==> src/sv/hep_pkg.sv <==
`timescale 1ns / 1ps

package hep_pkg;

  // Coherence format: unsigned Q0.COH_BITS carried on a 16-bit field.
  localparam int COH_BITS   = 16;
  localparam int COH_W      = 16;

  // Noise path: numerator ((1 - coh) << 32), quotient and square root widths.
  localparam int NUM_W      = COH_BITS + 32;
  localparam int NRT_W      = (NUM_W + 1) / 2;
  localparam int NDIV_STEPS = 8;
  localparam int NDIV_STG   = (NUM_W + NDIV_STEPS - 1) / NDIV_STEPS;
  localparam int NRT_STEPS  = 8;
  localparam int NRT_STG    = (NRT_W + NRT_STEPS - 1) / NRT_STEPS;
  localparam int NOISE_LAT  = 1 + NDIV_STG + NRT_STG;

  // Scale path: 48-bit quotient of phase_to_height * 2^46 / |den|.
  localparam int SCL_W      = 48;
  localparam int SDIV_STEPS = 3;
  localparam int SDIV_STG   = (SCL_W + SDIV_STEPS - 1) / SDIV_STEPS;
  localparam int SCL_LAT    = 4 + SDIV_STG;

  localparam int NOISE_DLY  = SCL_LAT - NOISE_LAT;

  // Sigma, square and final root.
  localparam int HALF_W     = SCL_W / 2;
  localparam int PROD_W     = SCL_W + NRT_W;
  localparam int SIG_W      = 31;
  localparam int RT_W       = 32;
  localparam int RT_STEPS   = 4;
  localparam int RT_STG     = (RT_W + RT_STEPS - 1) / RT_STEPS;
  localparam int POST_LAT   = 4 + RT_STG;

  localparam int PIPE_LEN   = 1 + SCL_LAT + POST_LAT;

  localparam logic [7:0]  VALID_MASK_CODE = 8'h10;
  localparam logic [31:0] MINUS_ONE_Q16   = 32'hFFFF_0000;
  localparam logic [31:0] SAT_POS         = 32'h7FFF_FFFF;

  localparam int CFG_IDX_W = 2;

  typedef enum logic [CFG_IDX_W-1:0] {
    REG_SEED    = 2'd0,
    REG_MASK_EN = 2'd1
  } cfg_reg_e;

  typedef struct packed {
    logic vld;
    logic masked;
  } tag_t;

endpackage

==> src/sv/hep_noise.sv <==
`timescale 1ns / 1ps

module hep_noise import hep_pkg::*; (
  input  logic             clk_i,
  input  logic             en_i,
  input  logic [COH_W-1:0] coh_i,
  output logic [NRT_W-1:0] noise_o
);

  logic [COH_BITS:0] diff;

  logic [COH_W-1:0] r_q  [NDIV_STG+1];
  logic [NUM_W-1:0] n_q  [NDIV_STG+1];
  logic [COH_W-1:0] dv_q [NDIV_STG+1];
  logic             zf_q [NDIV_STG+1];
  logic [COH_W-1:0] r_d  [NDIV_STG+1];
  logic [NUM_W-1:0] n_d  [NDIV_STG+1];
  logic [COH_W-1:0] dv_d [NDIV_STG+1];
  logic             zf_d [NDIV_STG+1];

  logic [2*NRT_W-1:0] rad_q [NRT_STG];
  logic [NRT_W:0]     rem_q [NRT_STG];
  logic [NRT_W-1:0]   res_q [NRT_STG];
  logic               szf_q [NRT_STG];
  logic [2*NRT_W-1:0] rad_d [NRT_STG];
  logic [NRT_W:0]     rem_d [NRT_STG];
  logic [NRT_W-1:0]   res_d [NRT_STG];
  logic               szf_d [NRT_STG];

  assign diff = ((COH_BITS+1)'(1) << COH_BITS) - (COH_BITS+1)'(coh_i);

  always_comb begin
    logic [COH_W:0]     t;
    logic [COH_W-1:0]   r;
    logic [NUM_W-1:0]   n;
    logic [2*NRT_W-1:0] rad;
    logic [NRT_W:0]     rem;
    logic [NRT_W-1:0]   res;
    logic [NRT_W+2:0]   ts;
    logic [NRT_W+2:0]   tr;
    logic               zf;
    r_d[0]  = '0;
    n_d[0]  = {diff[COH_BITS-1:0], 32'b0};
    dv_d[0] = coh_i;
    zf_d[0] = (coh_i == '0) || (32'(coh_i) >= (32'd1 << COH_BITS));
    for (int g = 0; g < NDIV_STG; g++) begin
      r = r_q[g];
      n = n_q[g];
      for (int k = 0; k < NDIV_STEPS; k++) begin
        if (g * NDIV_STEPS + k < NUM_W) begin
          t = {r, n[NUM_W-1]};
          n = {n[NUM_W-2:0], 1'b0};
          if (t >= {1'b0, dv_q[g]}) begin
            t    = t - {1'b0, dv_q[g]};
            n[0] = 1'b1;
          end
          r = t[COH_W-1:0];
        end
      end
      r_d[g+1]  = r;
      n_d[g+1]  = n;
      dv_d[g+1] = dv_q[g];
      zf_d[g+1] = zf_q[g];
    end
    // Square root, two radicand bits per step.
    for (int j = 0; j < NRT_STG; j++) begin
      if (j == 0) begin
        rad = (2*NRT_W)'(n_q[NDIV_STG]);
        rem = '0;
        res = '0;
        zf  = zf_q[NDIV_STG];
      end else begin
        rad = rad_q[j-1];
        rem = rem_q[j-1];
        res = res_q[j-1];
        zf  = szf_q[j-1];
      end
      for (int k = 0; k < NRT_STEPS; k++) begin
        if (j * NRT_STEPS + k < NRT_W) begin
          ts  = {rem, rad[2*NRT_W-1 -: 2]};
          rad = {rad[2*NRT_W-3:0], 2'b00};
          tr  = {1'b0, res, 2'b01};
          if (ts >= tr) begin
            ts  = ts - tr;
            res = {res[NRT_W-2:0], 1'b1};
          end else begin
            res = {res[NRT_W-2:0], 1'b0};
          end
          rem = ts[NRT_W:0];
        end
      end
      rad_d[j] = rad;
      rem_d[j] = rem;
      res_d[j] = res;
      szf_d[j] = zf;
    end
  end

  always_ff @(posedge clk_i) begin
    if (en_i) begin
      for (int g = 0; g <= NDIV_STG; g++) begin
        r_q[g]  <= r_d[g];
        n_q[g]  <= n_d[g];
        dv_q[g] <= dv_d[g];
        zf_q[g] <= zf_d[g];
      end
      for (int j = 0; j < NRT_STG; j++) begin
        rad_q[j] <= rad_d[j];
        rem_q[j] <= rem_d[j];
        res_q[j] <= res_d[j];
        szf_q[j] <= szf_d[j];
      end
    end
  end

  // Drop the noise term for zero coherence or coherence at one.
  assign noise_o = szf_q[NRT_STG-1] ? '0 : res_q[NRT_STG-1];

endmodule

==> config.mk <==
export PLATFORM = sky130hd
export DESIGN_NAME = hep_noise
export DESIGN_NICKNAME = d
export VERILOG_FILES = /design/src/sv/hep_pkg.sv /design/src/sv/hep_noise.sv
export SDC_FILE = /design/constraint.sdc
export NUM_CORES = 2
export LEC_CHECK = 0
export ABC_AREA = 1
export BUFFER_PORTS_ARGS = -buffer_cell sky130_fd_sc_hd__clkbuf_2
export CAP_MARGIN = 20
export CORE_UTILIZATION = 55
export CTS_BUF_LIST = sky130_fd_sc_hd__clkbuf_8
export DETAILED_ROUTE_END_ITERATION = 6
export GPL_ROUTABILITY_DRIVEN = 0
export PLACE_DENSITY_LB_ADDON = 0.12
export SETUP_SLACK_MARGIN = 0.02
export SYNTH_ARGS = -nofsm -noshare
export SYNTH_HDL_FRONTEND = slang
export SYNTH_SLANG_ARGS = --single-unit
==> constraint.sdc <==
create_clock -name clk_i -period 43.3 [get_ports clk_i]
set_input_delay 2.165 -clock clk_i [delete_from_list [all_inputs] [get_ports clk_i]]
set_output_delay 2.165 -clock clk_i [all_outputs]
set_load 0.02 [all_outputs]
After elaboration in Yosys (flattened, before gate mapping)
Memories as Yosys holds them, arrays and structs flattened.
Cells that the tools add are included.
{ "op_classes": {"add_sub_neg": 73, "order_cmp": 72, "mux": 147, "n_reduce_logical": 1} }
{ "ops": {"columns": ["op", "n"], "rows": [
  ["greater-or-equal comparator 17 x 16 -> 1 bit", 48],
  ["2-to-1 mux 16 bit", 48],
  ["subtractor 16 bit", 48],
  ["2-to-1 mux 25 bit", 24],
  ["greater-or-equal comparator 27 x 26 -> 1 bit", 16],
  ["subtractor 25 bit", 16],
  ["2-to-1 mux 1 bit", 74],
  ["greater-or-equal comparator 27 x 3 -> 1 bit", 1],
  ["greater-or-equal comparator 27 x 4 -> 1 bit", 1],
  ["greater-or-equal comparator 27 x 5 -> 1 bit", 1],
  ["greater-or-equal comparator 27 x 6 -> 1 bit", 1],
  ["greater-or-equal comparator 27 x 7 -> 1 bit", 1],
  ["greater-or-equal comparator 27 x 8 -> 1 bit", 1],
  ["greater-or-equal comparator 27 x 9 -> 1 bit", 1],
  ["subtractor 25 x 3 -> 25 bit", 1],
  ["subtractor 25 x 4 -> 25 bit", 1],
  ["subtractor 25 x 5 -> 25 bit", 1],
  ["subtractor 25 x 6 -> 25 bit", 1],
  ["subtractor 25 x 7 -> 25 bit", 1],
  ["subtractor 25 x 8 -> 25 bit", 1],
  ["subtractor 25 x 9 -> 25 bit", 1],
  ["2-to-1 mux 24 bit", 1],
  ["logical NOT 16 bit", 1],
  ["subtractor 1 x 16 -> 16 bit (first input constant)", 1],
  ["other kinds (2)", 2]
]} }
{ "totals": {"ff_bits": 0, "ramBits": 813, "input_bits": 18, "elab_cells": 301, "n_memories": 8} }
{ "mem_list": {"columns": ["memory", "depth", "word_bits", "rd", "rd_clocked_by_memory_dff", "wr", "line", "rtl"], "rows": [
  ["n_q", 7, 48, 7, 0, 7, "hep_noise.sv:13", "logic [NUM_W-1:0] n_q [NDIV_STG+1];"],
  ["dv_q", 7, 16, 6, 0, 7, "hep_noise.sv:14", "logic [COH_W-1:0] dv_q [NDIV_STG+1];"],
  ["r_q", 7, 16, 6, 0, 7, "hep_noise.sv:12", "logic [COH_W-1:0] r_q [NDIV_STG+1];"],
  ["rad_q", 3, 32, 2, 0, 3, "hep_noise.sv:21", "logic [2*NRT_W-1:0] rad_q [NRT_STG];"],
  ["rem_q", 3, 25, 2, 0, 3, "hep_noise.sv:22", "logic [NRT_W:0] rem_q [NRT_STG];"],
  ["res_q", 3, 24, 3, 0, 3, "hep_noise.sv:23", "logic [NRT_W-1:0] res_q [NRT_STG];"],
  ["+2 memories", null, null, null, null, null, null, null]
]} }

Depth between registers and ports, before layout
An unclocked memory read counts as a cell.
{ "logic_depth": {"word_depth": 17, "ltp_mapped": 194, "ltp_nobuf": 181} }

Worst setup path after synthesis
OpenSTA, ideal clock, no wires.
{ "synth_timing": {"path_type": "reg-to-reg", "from": "memory dv_q[1][1]", "to": "memory r_q[2][15] (data pin)", "setup_time_ns": 0.266, "arrival_time_ns": 25.673, "slack_ns": 17.361, "path_stages_with_launch": 184, "path_cell_list": "edfxtp_1 > inv_1 > ha_1 > nand3_1 > and2_1 > inv_1 > a21oi_1 > o21bai_1 > a21oi_1 > o21bai_1 > a21oi_1 > o21bai_1 > a21oi_1 > o21bai_1 > a21o_1 > a21oi_1 > inv_1 > a21oi_1 > [... 148 more ...] > a21oi_1 > o21bai_1 > a21oi_1 > o21bai_1 > a21o_1 > a21oi_1 > o21ai_0 > nand3_1 > nand2_1 > a21oi_1 > inv_1 > a21oi_1 > nor2_1 > a211oi_1 > nand2_1 > inv_1 > clkbuf_1 > o21ai_0"} }
{ "synth_rtl": {"columns": ["item", "line"], "rows": [
  ["start, declared", "hep_noise.sv:14"],
  ["end, declared", "hep_noise.sv:12"]
]} }

==> impl_results.md <==
* Min-Delay Endpoint: n_q[6][31]
* Hold Vio Cnt, Final at 0
* Most crowded layer after global routing: met2
* Slowest-stage cell, CP: edfxtp_1
* CTS max path bufs at 3
* IO Count at between 40 and 50
* CTS Buf Count at between 90 and 100
* Data required time of the worst path at approximately 44000 ps
* Critical path's most frequent cell: a21oi_1
* Share of cells above drive strength 1 at 0.04020
* Die height at 383.7 µm
* DRT Pass-1 Iters at 7
* Critical path class: register to register
* Starting Density at 0.5559
* Initial antenna violation count at 8
* Hold wc startpoint: n_q[5][23]
* Vias in the first global route at 76190
* Critical path's top delay family: compound AO/OA/AOI/OAI gates
* Worst Setup Start Kind: register
* Die Footprint at between 100000 and 150000 µm²
* CP arrival at ~32000 ps
* Crit path capture type: register
* Max incr delay on CP at roughly 800 ps
* Clk_skew at about 60 ps
* TNS Setup at 0 ps
* CP max FO at 32
* Pin count of the biggest net entering global routing at approximately 170
* Worst Reg-to-Reg Cells at 170
* FP Rows at between 100 and 150
* Top cell type's share of synthesized area at 0.1956
* Max Fclk at around 32 MHz
* Rel. slew slack at 0.3174
* WL/cell at 17.56 µm
* Async set or reset register ratio after synthesis at 0
* Worst reg2reg endpoint: r_q[2][1]
* Main synth FF type: edfxtp_1
* Crit path time final at between 30000 and 40000 ps
* Core Util, Final at 0.5832
* Reg2reg setup slack at around 12000 ps
* Post-synth EDFFs at 522
* Place WS at ~12000 ps
* Seq/Total Area, Yosys at 0.1956
* Crit path depth at 170
* Via density per instance at ~5.9
* Vias at 80730
* Reg2reg start: dv_q[1][1]
* WHS Path Cells at 0
* Failing checks: design-rule violations
* Max-Cap Viols at 0
* Residual DRC at 13
* GRT Resource Usage Total at 0.3191
* Final Cycle Share at 0.7308
* Post-CTS Resized at 0
* DR iter-0 viols at 6926
* Placeable core region at about 140000 µm²
* Mapped Area at 80150 µm²
* Post-DP HPWL at around 190000 µm
* Crit path buffers/inverters at 15
* H-tree lvl count at 3
* Clk slew on worst S/H paths at about 60 ps
* M1 GR Usage at 0.4079
* Setup violations, final at 0
* Sink Count at about 520
* Final worst setup slack at 11660 ps
* Ranking of synthesized cells by area: edfxtp_1, ha_1, nand2_1, o21ai_0, a21oi_1
* Unrepaired setup endpoints after global routing: false
* GR Overflow Total at 0
* Distinct cell type count after synthesis at between 70 and 80
* Final ANT Viol Nets at 0
* Root Driver: clkbuf_8
* Met3 Use GR at 0.03713
* Area growth, synth to finish at 4.916%
* Syn. warnings at 0
* Worst hold margin at ~400 ps
* Syn Area/Cell at between 6 and 7 µm²
* Synth Register Bits at around 520
* Post-CTS Setup Inserts at 0
* Outcome: finished, violations left
* DIE WIDTH at 383.7 µm
* Met2 Use GR at 0.5339
* CTS tree: done
* Pins Over Slew Limit at 0
* Largest area contributor in the netlist: edfxtp_1
* Hold buffer count at CTS at 0
* IO Port Bufs at approximately 40
* Least-Margin Pin Slew at around 1000 ps
* Synthesized instance count at between 10000 and 15000
* Final #Nets at about 13000
* Worst-skew pair later-pin latency at 840 ps
* First-pass GRT wire length at between 300000 and 400000 µm
* Hold Path Class: register to register
* Total wire length at roughly 240000 µm
-- synth_stat cells (103+ instances only) --
cell         n
ha_1      1050
o21bai_1   214
nand4_1    174
xor2_1     491
clkbuf_1   162
o21ai_0   1093
edfxtp_1   522
nor2_1     877
a21oi_1   1062
nand2_1   2833
inv_1     1396
xnor2_1    434
nor3_1     103
nand3_1    615
-- metal layers --
layer | vias up | share of wire
li1 | 40170 | -
met2 | 2865 | 0.45
met4 | 8 | 0.048
met1 | 37080 | 0.43
met3 | 619 | 0.068
met5 | - | 0.00021
-- worst register-to-register path: cells and delay by family, from the launching register on --
family	cells	cell delay, ps
buffers and inverters	15	3870
flip-flops	1	820
AO/OA/AOI/OAI	113	17250
multiplexers	1	400
adder cells (fa/ha/maj)	8	2750
AND/OR/NAND/NOR	33	6270
-- cell type report --
cell class / instances / area (µm²)
Fill cell: 13900 / 60090
Multi-Input combinational cell: 9691 / 58100
Sequential cell: 522 / 15680
Inverter: 1440 / 5406
Tap cell: 1903 / 2381
Clock buffer: 94 / 1294
Clock inverter: 74 / 747.0
Timing Repair Buffer: 71 / 470.5
Antenna cell: 5 / 12.51
-- cell families (layout without fill, tap and decap cells) --
kind of cell,Yosys count,after routing,share of synthesized area
xor+xnor,925,925,0.1011
other cells,1,8,0.00004679
buf+inv,1650,1679,0.07965
mux,4,4,0.0005152
fa+ha+maj,1068,1068,0.1684
flops,522,522,0.1956
simple gates,4996,4996,0.2689
compound gates,2695,2695,0.1858
-- state kept, by name (all words and copies together), names as in the netlist --
name   cells
zf_q       7
res_q     48
szf_q      3
n_q      190
r_q       80
rad_q     48
dv_q      96
rem_q     50
-- how the worst max path moves through the flow --
stage,startpoint,endpoint,slack [ps]
3_5_place_dp,dv_q[1][1],r_q[2][1],12210
2_1_floorplan,dv_q[1][1],r_q[2][15],17360
6_report,dv_q[1][1],r_q[2][1],11660
4_1_cts,dv_q[1][1],r_q[2][1],12060
5_1_grt,dv_q[1][1],r_q[2][1],7980
3_3_place_gp,dv_q[1][1],r_q[2][1],13380
-- cell usage in the layout, fill, tap and decap left out, types with 39 or more instances in the layout --
cell / count
a21o_1: 54
a21oi_1: 1062
a31oi_1: 58
and2_1: 39
clkbuf_2: 40
clkbuf_8: 94
edfxtp_1: 522
ha_1: 1050
inv_1: 1413
nand2_1: 2833
nand2_2: 65
nand3_1: 615
nand3b_1: 43
nand4_1: 174
nor2_1: 877
nor3_1: 103
nor4_1: 72
o21ai_0: 1093
o21bai_1: 214
or2_2: 60
xnor2_1: 434
xor2_1: 491
-- through the flow --
step	instances	area, µm²
floorplan	11860	80160
global placement	13630	82000
detailed placement	13630	82000
CTS	13790	84040
global route	13800	84090
finish	13800	84090
Power is left out: the tool's default activity adds up to more than one toggle a clock period on the data nets, which glitch-free logic cannot reach.
